[src/design/llwq_pkg.sv]
package llwq_pkg;

  typedef struct packed {
    logic [2:0] kind;
    logic [2:0] queue_sel;
    logic [2:0] dest_queue;
    logic [5:0] waiter_id;
    logic       cursor_valid;
  } req_t;

  typedef struct packed {
    logic [1:0] status;
    logic [5:0] waiter_out;
    logic       waiter_valid;
    logic [6:0] length_out;
  } rsp_t;

  localparam logic [2:0] KIND_ENQ  = 3'd0;
  localparam logic [2:0] KIND_DEQ  = 3'd1;
  localparam logic [2:0] KIND_XFER = 3'd2;
  localparam logic [2:0] KIND_PEEK = 3'd3;
  localparam logic [2:0] KIND_NEXT = 3'd4;

  localparam logic [1:0] ST_OK     = 2'd0;
  localparam logic [1:0] ST_QUEUED = 2'd1;
  localparam logic [1:0] ST_NONE   = 2'd2;

  typedef enum logic [2:0] {
    S_CLR,
    S_IDLE,
    S_RQ,
    S_RT,
    S_RH,
    S_RD,
    S_RT2,
    S_W2
  } state_t;

endpackage

[src/design/linked_list_wait_queues_top.sv]
// Wait-queue manager: NUM_QUEUES FIFO queues of waiters 0..NUM_WAITERS-1 kept as circular
// lists through their tails in one shared link memory (one read and one write port,
// registered read); per-queue tail and length sit in a second small memory next to a
// flip-flop valid bit per queue. Operations run one at a time through a sequencer whose
// steps are the dependent link-memory reads. A rejected transaction, an enqueue onto an
// empty queue and a dequeue, peek or next-after on an empty queue finish on the queue
// memory read; the others then read the source tail's link, and a dequeue with more than
// one waiter reads the head's link, a transfer onto a non-empty queue the destination
// tail's link; an enqueue onto a non-empty queue and these last two end with a second
// link write. A finished result waits in an output register without holding up the next
// request's reads, but the next result is not committed, and its writes not done, until
// that register has been taken, so a receiver that holds off stalls the sequencer. After
// reset the block clears the in-queue marks of all waiters before it accepts its first
// transaction.
module linked_list_wait_queues_top #(
  parameter int NUM_QUEUES  = 8,
  parameter int NUM_WAITERS = 64
) (
  input  logic            clk,
  input  logic            rst,
  input  logic            req_valid,
  output logic            req_ready,
  input  llwq_pkg::req_t  req,
  output logic            rsp_valid,
  input  logic            rsp_ready,
  output llwq_pkg::rsp_t  rsp
);
  import llwq_pkg::*;

  localparam int QW = $clog2(NUM_QUEUES);
  localparam int WW = $clog2(NUM_WAITERS);
  localparam int LW = $clog2(NUM_WAITERS + 1);
  localparam logic [WW-1:0] LAST_WAITER = WW'(NUM_WAITERS - 1);

  // link memory: {in_queue, next_link}
  logic [WW:0]      wmem [NUM_WAITERS];
  logic [WW:0]      w_rdata;
  logic             w_rd_en, w_we;
  logic [WW-1:0]    w_raddr, w_waddr;
  logic [WW:0]      w_wdata;

  // queue memory: {tail, length}
  logic [WW+LW-1:0] qmem [NUM_QUEUES];
  logic [WW+LW-1:0] q_rdata;
  logic             q_rd_en, q_we;
  logic [QW-1:0]    q_raddr, q_waddr;
  logic [WW+LW-1:0] q_wdata;

  logic [NUM_QUEUES-1:0] qvalid;
  logic             qv_set, qv_clr;
  logic [QW-1:0]    qv_set_idx, qv_clr_idx;

  state_t           state, state_next;
  logic [WW-1:0]    clr_cnt;

  req_t             op;
  logic [WW-1:0]    tail_q, link_w, head, fh, tail_d;
  logic [LW-1:0]    len_q, len_d;
  logic             qv_q, inq_w;
  logic [WW-1:0]    w2_addr, w2_addr_next;
  logic [WW:0]      w2_data, w2_data_next;
  logic             w2_load;

  rsp_t             res;
  logic             fin, commit;

  logic [31:0]      req_q32, req_w32, op_q32, op_d32, op_w32;
  logic [QW-1:0]    req_qi, op_qi, op_di;
  logic [WW-1:0]    req_wi, op_wi;
  logic             q_ok, d_ok, w_ok;
  logic             is_enq, is_deq, is_xfer, is_peek, is_next, bad;
  logic [WW-1:0]    rq_tail, w_link_now;
  logic [LW-1:0]    rq_len_raw, len_now, lend_now;
  logic             qv_now, qd_now, w_inq_now;
  logic             rq_fin, rt_more, move, rd_more;

  assign req_q32 = 32'(req.queue_sel);
  assign req_w32 = 32'(req.waiter_id);
  assign op_q32  = 32'(op.queue_sel);
  assign op_d32  = 32'(op.dest_queue);
  assign op_w32  = 32'(op.waiter_id);
  assign req_qi  = req_q32[QW-1:0];
  assign req_wi  = req_w32[WW-1:0];
  assign op_qi   = op_q32[QW-1:0];
  assign op_di   = op_d32[QW-1:0];
  assign op_wi   = op_w32[WW-1:0];
  assign q_ok    = op_q32 < 32'(NUM_QUEUES);
  assign d_ok    = op_d32 < 32'(NUM_QUEUES);
  assign w_ok    = op_w32 < 32'(NUM_WAITERS);

  assign is_enq  = op.kind == KIND_ENQ;
  assign is_deq  = op.kind == KIND_DEQ;
  assign is_xfer = op.kind == KIND_XFER;
  assign is_peek = op.kind == KIND_PEEK;
  assign is_next = op.kind == KIND_NEXT;
  assign bad     = (op.kind > KIND_NEXT) || !q_ok;

  assign rq_tail    = q_rdata[WW+LW-1:LW];
  assign rq_len_raw = q_rdata[LW-1:0];
  assign w_link_now = w_rdata[WW-1:0];
  assign w_inq_now  = w_rdata[WW];

  // an invalid queue reads as empty
  assign qv_now   = q_ok && qvalid[op_qi];
  assign len_now  = qv_now ? rq_len_raw : '0;
  assign qd_now   = d_ok && qvalid[op_di];
  assign lend_now = qd_now ? rq_len_raw : '0;

  assign rq_fin  = bad
                || (is_enq && (!w_ok || w_inq_now || !qv_now))
                || ((is_deq || is_peek || is_next) && !qv_now)
                || (is_xfer && !d_ok);
  assign rt_more = is_deq && (w_link_now != tail_q);
  assign move    = (op.dest_queue != op.queue_sel) && qv_q;
  assign rd_more = move && qd_now;

  assign fin = ((state == S_RQ) && rq_fin)
            || ((state == S_RT) && !rt_more)
            || (state == S_RH)
            || ((state == S_RD) && !rd_more)
            || (state == S_RT2);
  assign commit = fin && (!rsp_valid || rsp_ready);

  // next state
  always_comb begin
    state_next = state;
    unique case (state)
      S_CLR:  if (clr_cnt == LAST_WAITER) state_next = S_IDLE;
      S_IDLE: if (req_valid) state_next = S_RQ;
      S_RQ: begin
        if (rq_fin) begin
          if (commit) state_next = S_IDLE;
        end else begin
          state_next = is_xfer ? S_RD : S_RT;
        end
      end
      S_RT: begin
        if (rt_more) state_next = S_RH;
        else if (commit) state_next = is_enq ? S_W2 : S_IDLE;
      end
      S_RH:   if (commit) state_next = S_W2;
      S_RD: begin
        if (rd_more) state_next = S_RT2;
        else if (commit) state_next = S_IDLE;
      end
      S_RT2:  if (commit) state_next = S_W2;
      S_W2:   state_next = S_IDLE;
      default: state_next = S_IDLE;
    endcase
  end

  // memory controls and result
  always_comb begin
    req_ready    = 1'b0;
    w_rd_en      = 1'b0;
    w_raddr      = '0;
    w_we         = 1'b0;
    w_waddr      = '0;
    w_wdata      = '0;
    q_rd_en      = 1'b0;
    q_raddr      = '0;
    q_we         = 1'b0;
    q_waddr      = '0;
    q_wdata      = '0;
    qv_set       = 1'b0;
    qv_set_idx   = '0;
    qv_clr       = 1'b0;
    qv_clr_idx   = '0;
    w2_load      = 1'b0;
    w2_addr_next = '0;
    w2_data_next = '0;
    res          = '0;
    res.status   = ST_OK;
    unique case (state)
      S_CLR: begin
        w_we    = 1'b1;
        w_waddr = clr_cnt;
      end
      S_IDLE: begin
        req_ready = 1'b1;
        if (req_valid) begin
          q_rd_en = 1'b1;
          q_raddr = req_qi;
          w_rd_en = 1'b1;
          w_raddr = req_wi;
        end
      end
      S_RQ: begin
        if (rq_fin) begin
          priority if (bad) begin
            res.status = ST_NONE;
          end else if (is_enq) begin
            res.length_out = 7'(len_now);
            if (!w_ok) begin
              res.status = ST_NONE;
            end else if (w_inq_now) begin
              res.status = ST_QUEUED;
            end else begin
              // first waiter of an empty queue links to itself
              res.length_out = 7'(LW'(1));
              w_we       = commit;
              w_waddr    = op_wi;
              w_wdata    = {1'b1, op_wi};
              q_we       = commit;
              q_waddr    = op_qi;
              q_wdata    = {op_wi, LW'(1)};
              qv_set     = commit;
              qv_set_idx = op_qi;
            end
          end else if (is_xfer) begin
            res.status = ST_NONE;
          end else begin
            res.status     = ST_NONE;
            res.length_out = 7'(len_now);
          end
        end else begin
          w_rd_en = 1'b1;
          w_raddr = rq_tail;
          if (is_xfer) begin
            q_rd_en = 1'b1;
            q_raddr = op_di;
          end
        end
      end
      S_RT: begin
        // link memory now holds the head of the selected queue
        res.length_out = 7'(len_q);
        if (rt_more) begin
          w_rd_en = 1'b1;
          w_raddr = w_link_now;
        end else if (is_enq) begin
          res.length_out = 7'(len_q + LW'(1));
          w_we         = commit;
          w_waddr      = op_wi;
          w_wdata      = {1'b1, w_link_now};
          w2_load      = commit;
          w2_addr_next = tail_q;
          w2_data_next = {1'b1, op_wi};
          q_we         = commit;
          q_waddr      = op_qi;
          q_wdata      = {op_wi, len_q + LW'(1)};
        end else if (is_deq) begin
          // last waiter leaves
          res.waiter_out   = 6'(w_link_now);
          res.waiter_valid = 1'b1;
          res.length_out   = 7'(len_q - LW'(1));
          w_we       = commit;
          w_waddr    = w_link_now;
          w_wdata    = {1'b0, w_link_now};
          qv_clr     = commit;
          qv_clr_idx = op_qi;
        end else if (is_peek || !op.cursor_valid) begin
          res.waiter_out   = 6'(w_link_now);
          res.waiter_valid = 1'b1;
        end else if (!w_ok || !inq_w || (link_w == w_link_now)) begin
          res.status = ST_NONE;
        end else begin
          res.waiter_out   = 6'(link_w);
          res.waiter_valid = 1'b1;
        end
      end
      S_RH: begin
        res.waiter_out   = 6'(head);
        res.waiter_valid = 1'b1;
        res.length_out   = 7'(len_q - LW'(1));
        w_we         = commit;
        w_waddr      = tail_q;
        w_wdata      = {1'b1, w_link_now};
        w2_load      = commit;
        w2_addr_next = head;
        w2_data_next = {1'b0, head};
        q_we         = commit;
        q_waddr      = op_qi;
        q_wdata      = {tail_q, len_q - LW'(1)};
      end
      S_RD: begin
        if (rd_more) begin
          w_rd_en = 1'b1;
          w_raddr = rq_tail;
        end else if (move) begin
          // destination empty: it takes over the source list as is
          res.length_out = 7'(len_q);
          q_we       = commit;
          q_waddr    = op_di;
          q_wdata    = {tail_q, len_q};
          qv_set     = commit;
          qv_set_idx = op_di;
          qv_clr     = commit;
          qv_clr_idx = op_qi;
        end else begin
          res.length_out = 7'(lend_now);
        end
      end
      S_RT2: begin
        // splice the two rings by swapping the tails' links
        res.length_out = 7'(len_d + len_q);
        w_we         = commit;
        w_waddr      = tail_d;
        w_wdata      = {1'b1, fh};
        w2_load      = commit;
        w2_addr_next = tail_q;
        w2_data_next = {1'b1, w_link_now};
        q_we         = commit;
        q_waddr      = op_di;
        q_wdata      = {tail_q, len_d + len_q};
        qv_set       = commit;
        qv_set_idx   = op_di;
        qv_clr       = commit;
        qv_clr_idx   = op_qi;
      end
      S_W2: begin
        w_we    = 1'b1;
        w_waddr = w2_addr;
        w_wdata = w2_data;
      end
      default: ;
    endcase
  end

  always_ff @(posedge clk) begin
    if (rst) begin
      state     <= S_CLR;
      clr_cnt   <= '0;
      qvalid    <= '0;
      rsp_valid <= 1'b0;
    end else begin
      state <= state_next;
      if (state == S_CLR) clr_cnt <= clr_cnt + WW'(1);
      if (qv_set) qvalid[qv_set_idx] <= 1'b1;
      if (qv_clr) qvalid[qv_clr_idx] <= 1'b0;
      if (commit) rsp_valid <= 1'b1;
      else if (rsp_ready) rsp_valid <= 1'b0;
    end
  end

  always_ff @(posedge clk) begin
    if (req_valid && req_ready) op <= req;
    if (state == S_RQ) begin
      tail_q <= rq_tail;
      len_q  <= len_now;
      qv_q   <= qv_now;
      inq_w  <= w_inq_now;
      link_w <= w_link_now;
    end
    if (state == S_RT) head <= w_link_now;
    if (state == S_RD) begin
      fh     <= w_link_now;
      tail_d <= rq_tail;
      len_d  <= lend_now;
    end
    if (w2_load) begin
      w2_addr <= w2_addr_next;
      w2_data <= w2_data_next;
    end
    if (commit) rsp <= res;
  end

  always_ff @(posedge clk) begin
    if (w_we) wmem[w_waddr] <= w_wdata;
    if (w_rd_en) w_rdata <= wmem[w_raddr];
  end

  always_ff @(posedge clk) begin
    if (q_we) qmem[q_waddr] <= q_wdata;
    if (q_rd_en) q_rdata <= qmem[q_raddr];
  end

  a_link_rw_excl: assert property (@(posedge clk) disable iff (rst)
    !(w_we && w_rd_en))
    else $error("link memory read and write in the same cycle");

  a_second_write: assert property (@(posedge clk) disable iff (rst)
    (state == S_W2) |-> $past(commit))
    else $error("second link write without a committed result");

  a_valid_conflict: assert property (@(posedge clk) disable iff (rst)
    !(qv_set && qv_clr && (qv_set_idx == qv_clr_idx)))
    else $error("queue valid set and cleared together");

  a_rsp_source: assert property (@(posedge clk) disable iff (rst)
    $rose(rsp_valid) |-> $past(commit))
    else $error("response raised without a committed transaction");

endmodule
[config.mk]
export PLATFORM = sky130hd
export DESIGN_NAME = linked_list_wait_queues_top
export DESIGN_NICKNAME = d
export VERILOG_FILES = /design/src/design/llwq_pkg.sv /design/src/design/linked_list_wait_queues_top.sv
export SDC_FILE = /design/constraint.sdc
export NUM_CORES = 1
export LEC_CHECK = 0
export ABC_AREA = 1
export BUFFER_PORTS_ARGS = -buffer_cell sky130_fd_sc_hd__buf_2
export CELL_PAD_IN_SITES_DETAIL_PLACEMENT = 0
export CELL_PAD_IN_SITES_GLOBAL_PLACEMENT = 1
export CORE_MARGIN = 10
export CORE_UTILIZATION = 55
export DETAILED_ROUTE_END_ITERATION = 6
export PLACE_DENSITY_LB_ADDON = 0.25
export SETUP_SLACK_MARGIN = 0.02
export SLEW_MARGIN = 15
export SYNTH_ARGS = -nofsm -noshare
export SYNTH_HDL_FRONTEND = slang
export SYNTH_SLANG_ARGS = --single-unit
[constraint.sdc]
create_clock -name clk -period 7.45 [get_ports clk]
set_input_delay 0.3725 -clock clk [delete_from_list [all_inputs] [get_ports clk]]
set_output_delay 0.3725 -clock clk [all_outputs]
set_load 0.03 [all_outputs]
== Word level (Yosys, flattened, before mapping) ==
Memory sizes are Yosys's and may differ from the RTL's. A register that Yosys moved wholly into a read port is not among the register bits.
Cells that the tools add are included.
W data, S select, Z words.
Word-level totals
  memories kept: 2
  bits in writable memories: 552
  flip-flop bits (word level): 109
  output and inout bits: 18
  input bits: 20
  word-level logic and storage cells: 252
Memory list
  wmem: words 64, bits a word 7, read ports 1, clocked after Yosys merged registers in 1, write ports 1, line linked_list_wait_queues_top.sv:36  | logic [WW:0] wmem [NUM_WAITERS];
  qmem: words 8, bits a word 13, read ports 1, clocked after Yosys merged registers in 1, write ports 1, line linked_list_wait_queues_top.sv:43  | logic [WW+LW-1:0] qmem [NUM_QUEUES];
Operators by class
  bitwise logic cells: 3
  $lt $le $gt $ge: 10
  add/subtract/negate cells: 4
  mux-type cells: 144
  reduce and logical (&&, ||, !) cells: 46
  equality and inequality tests: 19
Operators by type and width (count)
  $mux W7: 24
  $mux W13: 9
  $mux W6: 15
  $mux W3: 27
  $pmux W7 S5: 2
  $pmux W13 S5: 1
  $pmux W6 S6: 1
  $mux W1: 32
  $lt A3 B4 Y1 const B: 6
  $mux W8: 3
  $pmux W6 S4: 1
  $pmux W3 S7: 1
  $pmux W7 S3: 1
  $pmux W3 S3: 2
  $pmux W6 S3: 1
  $logic_or A1 B1 Y1: 16
  $mux W16: 1
  $eq A3 B3 Y1 const B: 5
  $logic_and A1 B1 Y1: 15
  $pmux W3 S5: 1
  $mux W2: 7
  $pmux W7 S2: 1
  $eq A3 B2 Y1 const B: 4
  $pmux W1 S4: 3
  30 further kinds: 47

== Logic depth before layout (Yosys ltp) ==
Gate-level depths: netlist (run 1).
  word-level depth: 25
  gate-level depth with buffers: 21
  gate-level depth less buffers: 19

== Worst setup path before layout (run 1) ==
No wires, ideal clock.
  kind: flip-flop to flip-flop
  from: reg state[1]
  to: mem qmem[2][0] in the netlist's numbering, enable pin
  buffers on the path: 0
  data arrival time: 3.677 ns
  data required time: 7.068 ns
  cell stages (with the launch flop): 11
  path slack: 3.391 ns
  setup time: 0.382 ns
  clock period less this slack: 4.059 ns
  cell sequence: dfxtp_1 inv_2 nor2_1 nand2_2 nand4_1 o21ai_1 nor2_1 nor2_1 o21ai_0 nand2_1 nor2_1
Between the ends
  longest elaborated chain between the ends: 15
  elaborated cells on any way between the ends: 27
  those cells by class: eq/ne (5); mux (13); reduce/logical (9)
Ends and longest elaborated chain
  start, declared: line linked_list_wait_queues_top.sv:53  | state_t state, state_next;
  start signal, assigned: line linked_list_wait_queues_top.sv:327  | state <= state_next;
  $eq A3 B2 Y1 (on tied branches): line linked_list_wait_queues_top.sv:117, linked_list_wait_queues_top.sv:174, linked_list_wait_queues_top.sv:118
  $logic_and A1 B1 Y1 (on tied branches): line linked_list_wait_queues_top.sv:117, linked_list_wait_queues_top.sv:118
  $logic_or A1 B1 Y1: line linked_list_wait_queues_top.sv:118  | || ((state == S_RT) && !rt_more)
  $logic_or A1 B1 Y1: line linked_list_wait_queues_top.sv:119  | || (state == S_RH)
  $logic_or A1 B1 Y1: line linked_list_wait_queues_top.sv:120  | || ((state == S_RD) && !rd_more)
  $logic_or A1 B1 Y1: line linked_list_wait_queues_top.sv:121  | || (state == S_RT2);
  $logic_and A1 B1 Y1: line linked_list_wait_queues_top.sv:122  | assign commit = fin && (!rsp_valid || rsp_ready);
  $mux W1: line linked_list_wait_queues_top.sv:196  | end else if (w_inq_now) begin
  $mux W1: line linked_list_wait_queues_top.sv:194  | if (!w_ok) begin
  $mux W1: line linked_list_wait_queues_top.sv:192  | end else if (is_enq) begin
  $mux W1: line linked_list_wait_queues_top.sv:190  | priority if (bad) begin
  $mux W1: line linked_list_wait_queues_top.sv:189  | if (rq_fin) begin
  $pmux W1 S4: line linked_list_wait_queues_top.sv:174  | unique case (state)
  $mux W1: line linked_list_wait_queues_top.sv:364  | if (q_we) qmem[q_waddr] <= q_wdata;
  $mux W1 (not written as such): line linked_list_wait_queues_top.sv:364
  end, declared: line linked_list_wait_queues_top.sv:43
Several ways; a longest one is shown, not always the timed one.

== Final worst setup path (run 1) ==
  from: reg w_rdata[3], read port of wmem
  to: reg w_rdata[0], read port of wmem (data pin)
Between the ends
  longest elaborated chain between the ends: 4
  elaborated cells on any way between the ends: 6
  those cells by class: eq/ne (1); mux (4); reduce/logical (1)
Ends and longest elaborated chain
  start, declared: line linked_list_wait_queues_top.sv:37  | logic [WW:0] w_rdata;
  $ne A6 B6 Y1: line linked_list_wait_queues_top.sv:113  | assign rt_more = is_deq && (w_link_now != tail_q);
  $logic_and A1 B1 Y1: line linked_list_wait_queues_top.sv:113
  $mux W6 / $mux W1 (equally long branches): line linked_list_wait_queues_top.sv:228  | if (rt_more) begin
  $pmux W6 S4 / $pmux W1 S4 (equally long branches): line linked_list_wait_queues_top.sv:174
Several ways; a longest one is shown, not always the timed one.
A chain may end at the register's enable or synchronous reset.

==> summary.md, run 1 <==
| Metric | Value |
|---|---|
| Run status | complete, no violations |
| Wire length the detailed router placed on met1 | ~34 mm |
| Die Span Y | 257 um |
| Sequential-to-total area share from yosys stat | 65.6% |
| Max Fclk | 205 MHz |
| Static power due to leakage | 13.0 nW |
| Post-Place Cells | 3676 |
| Portion of total power attributed to sequential cells | 49.8% |
| Async set-or-reset flop fraction in the synthesized netlist | 0% |
| Average detailed-routed wire length per instance | between 20 and 25 um |
| Routed wl met3 | 7.77 mm |
| Horiz. Die Dim | between 200 and 300 um |
| Post-DP HPWL | between 40 and 50 mm |
| Detailed-routed wire length on met2 | 36.3 mm |
| Kind of critical path | reg2reg |
| Crit-path slowest cell | sky130_fd_sc_hd__clkinv_2 |
| Post-CTS clock slew at the launch and capture registers of the worst setup and hold paths | 0.06 ns |
| CTS tree | done |
| Starting Density | 55.8% |
| Number of search-and-repair iterations in the first detailed-routing pass | 5 |
| Cell family with most CP delay | simple AND/OR/NAND/NOR gates |
| Clock period minus worst slack | 4.89 ns |
| Most instantiated library cell after synthesis | sky130_fd_sc_hd__edfxtp_1 |
| All-layer global routing usage | 24.0% |
| Avg Synthesized Cell Area | 10.3 um2 |
| PortBufs | 37 |
| Core ar. | between 50000 and 60000 um2 |
| Drt drc | 0 |
| Remaining Overflow, GRT | 0 |
| Number of DRC markers in iteration 0 | 2634 |
| Most frequent cell on the critical path | sky130_fd_sc_hd__nand3_1 |
| Cell types with the highest counts after synthesis | 663 x sky130_fd_sc_hd__edfxtp_1, 555 x sky130_fd_sc_hd__nand2_1, 477 x sky130_fd_sc_hd__inv_1 |
| Pin count of the biggest net entering global routing | ~140 |
| Endpoints failing hold | 0 |
| Cell Count, Final, Fillers Out | 3818 |
| Number of max-cap violations | 0 |
| Post-Layout Inst Area | 34100 um2 |
| Most area-consuming cells after synthesis | sky130_fd_sc_hd__edfxtp_1 64%, sky130_fd_sc_hd__nand3_1 7.5%, sky130_fd_sc_hd__nand2_1 6.7% |
| Global-route wire length before repair | 123 mm |
| Power per standard cell area | 252 nW/um2 |
| Initial antenna violation count | 0 |
| IO Pins | 38 |
| CTS-repair resized insts | 0 |
| RSZ-0062 raised after global routing | no |
| Post-synthesis instance total | 2995 |
| Worst slew margin relative to its limit | 24.6% |
| Kind of end point of the critical path | register |
| Share of layout cells above drive strength 1 | 8.70% |
| Number of vias in the routed layout | around 22k |
| Floorplan die area | approximately 66000 um2 |
| Deepest level of the CTS H-tree | 3 |
| Synthesis-to-layout area growth | 10.4% |
| CTS root buf | sky130_fd_sc_hd__clkbuf_16 |
| End-of-flow core utilization | a little over 60% |
| Leading register cell type out of synthesis | sky130_fd_sc_hd__edfxtp_1 |
| Last weighted congestion value of the routability-driven placer | 0.940 |
| Library cell with the largest summed area after synthesis | sky130_fd_sc_hd__edfxtp_1 |
| Top routing layer in use | met4 |
| Switching Fraction | approximately a quarter |
| Class of the worst hold path | in2reg |
| Post-synth EDFFs | 663 |
| Cell internal power dissipation | 6.53 mW |
| Period utilisation layout | 65.6% |
| Cell Chain, Critical Path | inv_1 -> o21ai_1 -> nor2_1 -> nand3_2 -> nand3_2 -> nor2_1 -> nor2_1 -> nand3_4 -> clkinv_2 -> buf_4 -> nand2_1 -> nand3_1 -> nand3_1 -> nand3_1 -> nand3_1 -> nand3_1 -> nand2_1 |
| Vias in the first global route | 20.9k |
| Number of buffers added by the clock tree synthesis step | about 70 |
| Worst clock skew | 0.0320 ns |
| Placed cell area | 31600 um2 |
| Clock share of power | between 40% and 50% |
| Area fraction of the dominant cell type after synthesis | 64.4% |
| Row cnt | 86 |
| Synthesized cell area | around 30000 um2 |
| Number of routed nets with antenna violations | 0 |
| Net Sw Power | between 2 and 2.5 mW |
| Syn. warnings | 0 |
| Arrival @ worst endpoint | ~5.3 ns |
| Buffers plus inverters on the worst setup path | 3 |
| Post-CTS Repair Setup Buffers | 0 |
| Syn Nets | 3025 |
| Post-route setup TNS | 0 ns |
| Largest fanout on the critical path | slightly above 60 |
| Slew at the pin with the worst max-slew slack | 1.13 ns |
| Comb power frac | under 10% |
| Count of final setup violators | 0 |
| Number of pins exceeding their max-slew limit in the final report | 0 |
| Total detailed-routing wirelength | 80.8 mm |
| Sinks on the clock net | 681 |
| Data required time at the worst endpoint | 7.81 ns |
| Max Buffers Root-to-Sink | 3 |
| Delay of the slowest critical-path stage | 0.80 ns |
| Final layout net count | 3046 |
| Worst voltage drop across the vdd grid | 191 uV |
| Clk Latency, worst-skew pair | 0.62 ns |
| Startpoint Class | register |
| Antenna cell count | 0 |
| Number of unique standard cell types used by synthesis | 54 |
| Post-synthesis sequential element count | 681 |
| Via count normalized by instance count | about 5.7 |
-- worst reg2reg max path, stage by stage (launching register included) --
cell	delay (ns)
sky130_fd_sc_hd__edfxtp_1	0.52
sky130_fd_sc_hd__inv_1	0.29
sky130_fd_sc_hd__o21ai_1	0.09
sky130_fd_sc_hd__nor2_1	0.11
sky130_fd_sc_hd__nand3_2	0.12
sky130_fd_sc_hd__nand3_2	0.22
sky130_fd_sc_hd__nor2_1	0.07
sky130_fd_sc_hd__nor2_1	0.19
sky130_fd_sc_hd__nand3_4	0.53
sky130_fd_sc_hd__clkinv_2	0.86
sky130_fd_sc_hd__buf_4	0.74
sky130_fd_sc_hd__nand2_1	0.17
sky130_fd_sc_hd__nand3_1	0.11
sky130_fd_sc_hd__nand3_1	0.12
sky130_fd_sc_hd__nand3_1	0.19
sky130_fd_sc_hd__nand3_1	0.09
sky130_fd_sc_hd__nand3_1	0.14
sky130_fd_sc_hd__nand2_1	0.07
-- cells by family after synthesis --
logic type	after synthesis	synth area share [%]
AND/OR/NAND/NOR	1408	20.1
XOR/XNOR	14	0.397
adder cells (fa/ha/maj)	10	0.429
AO/OA/AOI/OAI	248	5.19
buffers and inverters	634	8.32
flip-flops	681	65.6
-- state kept, by name, indices dropped and copies added, names as in the netlist --
name / cells
fh: 6
op: 4
w2_addr: 6
rsp_valid: 1
w_rdata: 7
tail_d: 6
op_qi: 3
len_q: 7
op_wi: 6
q_rdata: 13
len_d: 7
head: 6
inq_w: 1
clr_cnt: 6
link_w: 6
qvalid: 8
state: 3
qmem: 104
op_di: 3
wmem: 448
tail_q: 6
rsp: 16
qv_q: 1
w2_data: 7
-- placed cells by master, fill, tap and decap left out, types with 15 or more instances in the layout --
cell type / instances
sky130_fd_sc_hd__o21ai_0: 65
sky130_fd_sc_hd__inv_1: 477
sky130_fd_sc_hd__nand3b_1: 29
sky130_fd_sc_hd__o21ai_1: 16
sky130_fd_sc_hd__inv_2: 23
sky130_fd_sc_hd__clkbuf_1: 19
sky130_fd_sc_hd__nand2_1: 548
sky130_fd_sc_hd__nor2_1: 270
sky130_fd_sc_hd__o211ai_1: 42
sky130_fd_sc_hd__a21oi_1: 40
sky130_fd_sc_hd__buf_2: 37
sky130_fd_sc_hd__nand2_2: 15
sky130_fd_sc_hd__clkbuf_16: 74
sky130_fd_sc_hd__buf_4: 26
sky130_fd_sc_hd__or2_2: 31
sky130_fd_sc_hd__edfxtp_1: 663
sky130_fd_sc_hd__nand3_1: 466
sky130_fd_sc_hd__a31oi_1: 21
sky130_fd_sc_hd__dfxtp_1: 18
-- power groups by stage --
stage,Combinational (mW),Clock (mW),Sequential [mW]
2_1_floorplan,0.489,0,4.35
3_3_place_gp,0.732,0,4.36
3_5_place_dp,0.740,0,4.37
4_1_cts,0.748,3.60,4.28
5_1_grt,0.828,3.76,4.29
6_report,0.757,3.56,4.29
-- repair_timing --
item / 4_1_cts / 5_1_grt
hold buffers: 14 / 0
hold endpoints to repair: 14 / 0
endpoints found under the setup margin: 0 / 0
-- final timing paths --
check | to | from | slack, ns | depth (start not counted)
max | w_rdata[0] | w_rdata[3] | 2.56 | 17
max reg2reg | w_rdata[0] | w_rdata[3] | 2.56 | 17
min | op_wi[4] | req[5] | 0.02 | 1
min reg2reg | qvalid[5] | qvalid[5] | 0.51 | 2
-- layout make-up --
| class | count | area [um2] |
|---|---|---|
| fill | 4484 | 21300 |
| clock inverter | 33 | 367 |
| clock buffer | 95 | 1950 |
| sequential | 681 | 20300 |
| tap | 748 | 936 |
| timing repair buffer | 78 | 541 |
| inverter | 503 | 1890 |
| multi-input combinational | 1680 | 8160 |
-- metal layers --
| metal | global-route usage, % | up-vias |
|---|---|---|
| li1 | - | 10100 |
| met5 | 0 | - |
| met4 | 8.33 | 0 |
| met2 | 36.5 | 1039 |
| met1 | 34.2 | 10600 |
| met3 | 4.52 | 159 |
-- metrics by stage --
| stage | hold slack (ns) | setup WS [ns] | power [mW] |
|---|---|---|---|
| 6_report | 0.0181 | 2.56 | 8.60 |
| 5_1_grt | 0.00302 | 2.17 | 8.88 |
| 4_1_cts | 0.000323 | 2.63 | 8.64 |
| 3_5_place_dp | 0.488 | 2.66 | 5.11 |
| 3_3_place_gp | 0.468 | 2.72 | 5.09 |
| 2_1_floorplan | 0.445 | 3.39 | 4.84 |
No activity file was read; power rests on OpenSTA's default activity.
==> inputs of run 2 (changes only) <==
- ABC_AREA: 1 -> 0
- CORE_UTILIZATION: 55 -> 53
- clock period: 7.45 -> 4.6 ns (I/O delays scaled with it)
==> summary.md, run 2 <==
| Metric | Value |
|---|---|
| Final worst hold slack | 0.0317 ns (was 0.0181 ns) |
| Post-Layout Inst Area | 33900 um2 (was 34100 um2) |
| All-layer global routing usage | 25.2% (was 24.0%) |
| Placed cell area | 31300 um2 (was 31600 um2) |
| Post-synth EDFFs | 663 (unchanged) |
| Async set-or-reset flop fraction in the synthesized netlist | 0% (unchanged) |
| Most common library cell in the layout ignoring fill and taps | sky130_fd_sc_hd__edfxtp_1 (unchanged) |
| Number of unique standard cell types used by synthesis | 81 (was 54) |
| Horiz. Die Dim | 257 um (about the same) |
| Worst slew margin relative to its limit | 23.9% (was 24.6%) |
| Top routing layer in use | met4 (unchanged) |
| Clk Latency, worst-skew pair | 0.62 ns (about the same) |
| RSZ-0062 raised after global routing | no (unchanged) |
| Slew at the pin with the worst max-slew slack | 1.13 ns (about the same) |
| Number of buffers added by the clock tree synthesis step | 73 (was 72) |
| Most instantiated library cell after synthesis | sky130_fd_sc_hd__edfxtp_1 (unchanged) |
| Endpoints failing hold | 0 (unchanged) |
| Max Fclk | 228 MHz (was 205 MHz) |
| Period utilisation layout | 95.2% (was 65.6%) |
| Worst clock skew | 0.0144 ns (was 0.0320 ns) |
| Wire length the detailed router placed on met1 | 34.0 mm (was 34.5 mm) |
| Run status | complete, no violations (unchanged) |
| Post-synthesis instance total | 2251 (was 2995) |
| Count of final setup violators | 0 (unchanged) |
| Pin count of the biggest net entering global routing | 65 (was 135) |
| Static power due to leakage | 11.8 nW (was 13.0 nW) |
| Sinks on the clock net | 681 (unchanged) |
| Sequential-to-total area share from yosys stat | 68.2% (was 65.6%) |
| PortBufs | 37 (unchanged) |
| Post-DP HPWL | 55.3 mm (was 49.2 mm) |
| Routed wl met3 | 6.75 mm (was 7.77 mm) |
| Leading register cell type out of synthesis | sky130_fd_sc_hd__edfxtp_1 (unchanged) |
| Post-synthesis sequential element count | 681 (unchanged) |
| Most used cells in the layout excluding fill and tap cells | 663 x sky130_fd_sc_hd__edfxtp_1, 364 x sky130_fd_sc_hd__nand2_1, 129 x sky130_fd_sc_hd__mux2i_1 (was 663 x sky130_fd_sc_hd__edfxtp_1, 548 x sky130_fd_sc_hd__nand2_1, 477 x sky130_fd_sc_hd__inv_1) |
| Power per standard cell area | 405 nW/um2 (was 252 nW/um2) |
| Class of the worst hold path | in2reg (unchanged) |
| Cell types with the highest counts after synthesis | 663 x sky130_fd_sc_hd__edfxtp_1, 364 x sky130_fd_sc_hd__nand2_1, 129 x sky130_fd_sc_hd__mux2i_1 (was 663 x sky130_fd_sc_hd__edfxtp_1, 555 x sky130_fd_sc_hd__nand2_1, 477 x sky130_fd_sc_hd__inv_1) |
| Number of DRC markers in iteration 0 | 2122 (was 2634) |
| Post-route setup TNS | 0 ns (unchanged) |
| Share of layout cells above drive strength 1 | 13.3% (was 8.70%) |
| Global-route wire length before repair | 127 mm (was 123 mm) |
| Avg Synthesized Cell Area | 13.2 um2 (was 10.3 um2) |
| Core ar. | 55300 um2 (was 55400 um2) |
| Detailed-routed wire length on met2 | 41.0 mm (was 36.3 mm) |
| Post-CTS clock slew at the launch and capture registers of the worst setup and hold paths | 0.06 ns (about the same) |
| Initial antenna violation count | 0 (unchanged) |
| Remaining Overflow, GRT | 0 (unchanged) |
| Via count normalized by instance count | 6.40 (was 5.73) |
| Kind of end point of the critical path | register (unchanged) |
| Vias in the first global route | 19.6k (was 20.9k) |
| Flip-flop count of the largest register after layout | 448 (unchanged) |
| Largest fanout on the critical path | 46 (was 62) |
| Arrival @ worst endpoint | 4.72 ns (was 5.25 ns) |
| Average detailed-routed wire length per instance | 26.9 um (was 21.2 um) |
| Area fraction of the dominant cell type after synthesis | 66.9% (was 64.4%) |
| Max Buffers Root-to-Sink | 3 (unchanged) |
| Die Span Y | 257 um (about the same) |
| Syn. warnings | 0 (unchanged) |
| Floorplan die area | 66000 um2 (was 66100 um2) |
| Regs by FF count | wmem x448, qmem x104, rsp x16 (unchanged) |
| CTS tree | done (unchanged) |
| Antenna cell count | 0 (unchanged) |
| Startpoint Class | register (unchanged) |
| CTS root buf | sky130_fd_sc_hd__clkbuf_16 (unchanged) |
| Library cell with the largest summed area after synthesis | sky130_fd_sc_hd__edfxtp_1 (unchanged) |
| Number of routed nets with antenna violations | 0 (unchanged) |
| Final layout net count | 2386 (was 3046) |
| Number of pins exceeding their max-slew limit in the final report | 0 (unchanged) |
| Most area-consuming cells after synthesis | sky130_fd_sc_hd__edfxtp_1 67%, sky130_fd_sc_hd__nand2_1 4.6%, sky130_fd_sc_hd__mux2i_1 4.3% (was sky130_fd_sc_hd__edfxtp_1 64%, sky130_fd_sc_hd__nand3_1 7.5%, sky130_fd_sc_hd__nand2_1 6.7%) |
| Synthesis-to-layout area growth | 13.9% (was 10.4%) |
| Last weighted congestion value of the routability-driven placer | 0.893 (was 0.940) |
| Number of search-and-repair iterations in the first detailed-routing pass | 5 (unchanged) |
| Data required time at the worst endpoint | 4.94 ns (was 7.81 ns) |
| Worst voltage drop across the vdd grid | 311 uV (was 191 uV) |
| Clock period minus worst slack | 4.38 ns (was 4.89 ns) |
| Kind of critical path | reg2reg (unchanged) |
| Synthesized cell area | 29700 um2 (was 30900 um2) |
| Number of max-cap violations | 0 (unchanged) |
| Syn Nets | 2281 (was 3025) |
| Total detailed-routing wirelength | 85.0 mm (was 80.8 mm) |
| Post-layout total power | 13.7 mW (was 8.60 mW) |
| Number of vias in the routed layout | 20.3k (was 21.9k) |
| Row cnt | 86 (unchanged) |
| Drt drc | 0 (unchanged) |
| IO Pins | 38 (unchanged) |
| Deepest level of the CTS H-tree | 3 (unchanged) |
| Register bank with the most flops | wmem (unchanged) |
| Starting Density | 53.8% (was 55.8%) |
## run 2: what timing repair did
item                                    in CTS  in global routing
endpoints found under the hold margin       16                  0
hold buffers                                16                  0
setup buffers                                0                  5
endpoints found under the setup margin       1                  4
pin swaps                                    0                  1
gates resized for setup                      1                  1
## run 2: critical path: stages (launching register included)
cell	delay [ns]
sky130_fd_sc_hd__dfxtp_1	0.34
sky130_fd_sc_hd__inv_1	0.10
sky130_fd_sc_hd__or3_1	0.50
sky130_fd_sc_hd__inv_2	0.32
sky130_fd_sc_hd__o211a_2	0.39
sky130_fd_sc_hd__a21o_1	0.22
sky130_fd_sc_hd__buf_4	0.27
sky130_fd_sc_hd__nor2_2	0.06
sky130_fd_sc_hd__a22o_1	0.22
sky130_fd_sc_hd__buf_12	0.19
sky130_fd_sc_hd__a2111oi_0	0.92
sky130_fd_sc_hd__a21oi_1	0.10
sky130_fd_sc_hd__a311oi_1	0.38
sky130_fd_sc_hd__a31oi_1	0.09
## run 2: routing by layer
layer | track usage, % | vias to the layer above
met1 | 33.2 | 10100
met4 | 9.81 | 0
li1 | - | 8938
met5 | 0 | -
met2 | 41.3 | 1044
met3 | 4.18 | 168
## run 2: layout make-up
class,count,area (um2)
clock buffer,90,1890
clock inverter,44,454
fill,4266,21400
inverter,11,41.3
multi-input combinational,1418,8950
sequential,681,20300
tap,748,936
timing repair buffer,171,1340
## run 2: cell families after synthesis
family / after synthesis / synth area share (%)
DFF: 681 / 68.2
and+or+nand+nor: 670 / 9.75
AOI/OAI and AO/OA: 541 / 12.8
muxes: 164 / 5.70
buffers and inverters: 152 / 2.18
xor gates and xnor gates: 33 / 0.972
adders and majority gates: 10 / 0.446
## run 2: worst paths after layout
kind | start | endpoint | slack, ns | depth (start not counted)
worst min-delay path | rst | clr_cnt[2] | 0.03 | 2
worst min register to register | clr_cnt[5] | clr_cnt[5] | 0.52 | 2
worst max register to register | state[0] | w_rdata[1] | 0.22 | 13
worst max-delay path | state[0] | w_rdata[1] | 0.22 | 13
## run 2: power by group
group / total (mW) / internal (mW) / switching, mW
clock: 5.79 / 3.39 / 2.40
combinational: 1.00 / 0.330 / 0.671
sequential: 6.92 / 6.85 / 0.0739
## run 2: per-stage QoR
stage | setup WS (ns) | util (%) | instances
2_1_floorplan | 0.478 | - | 2251
3_3_place_gp | 0.0920 | 56.7 | 3008
3_5_place_dp | 0.0412 | 56.7 | 3008
4_1_cts | 0.136 | 61.2 | 3158
5_1_grt | 0.111 | 61.3 | 3163
6_report | 0.220 | 61.3 | 3163
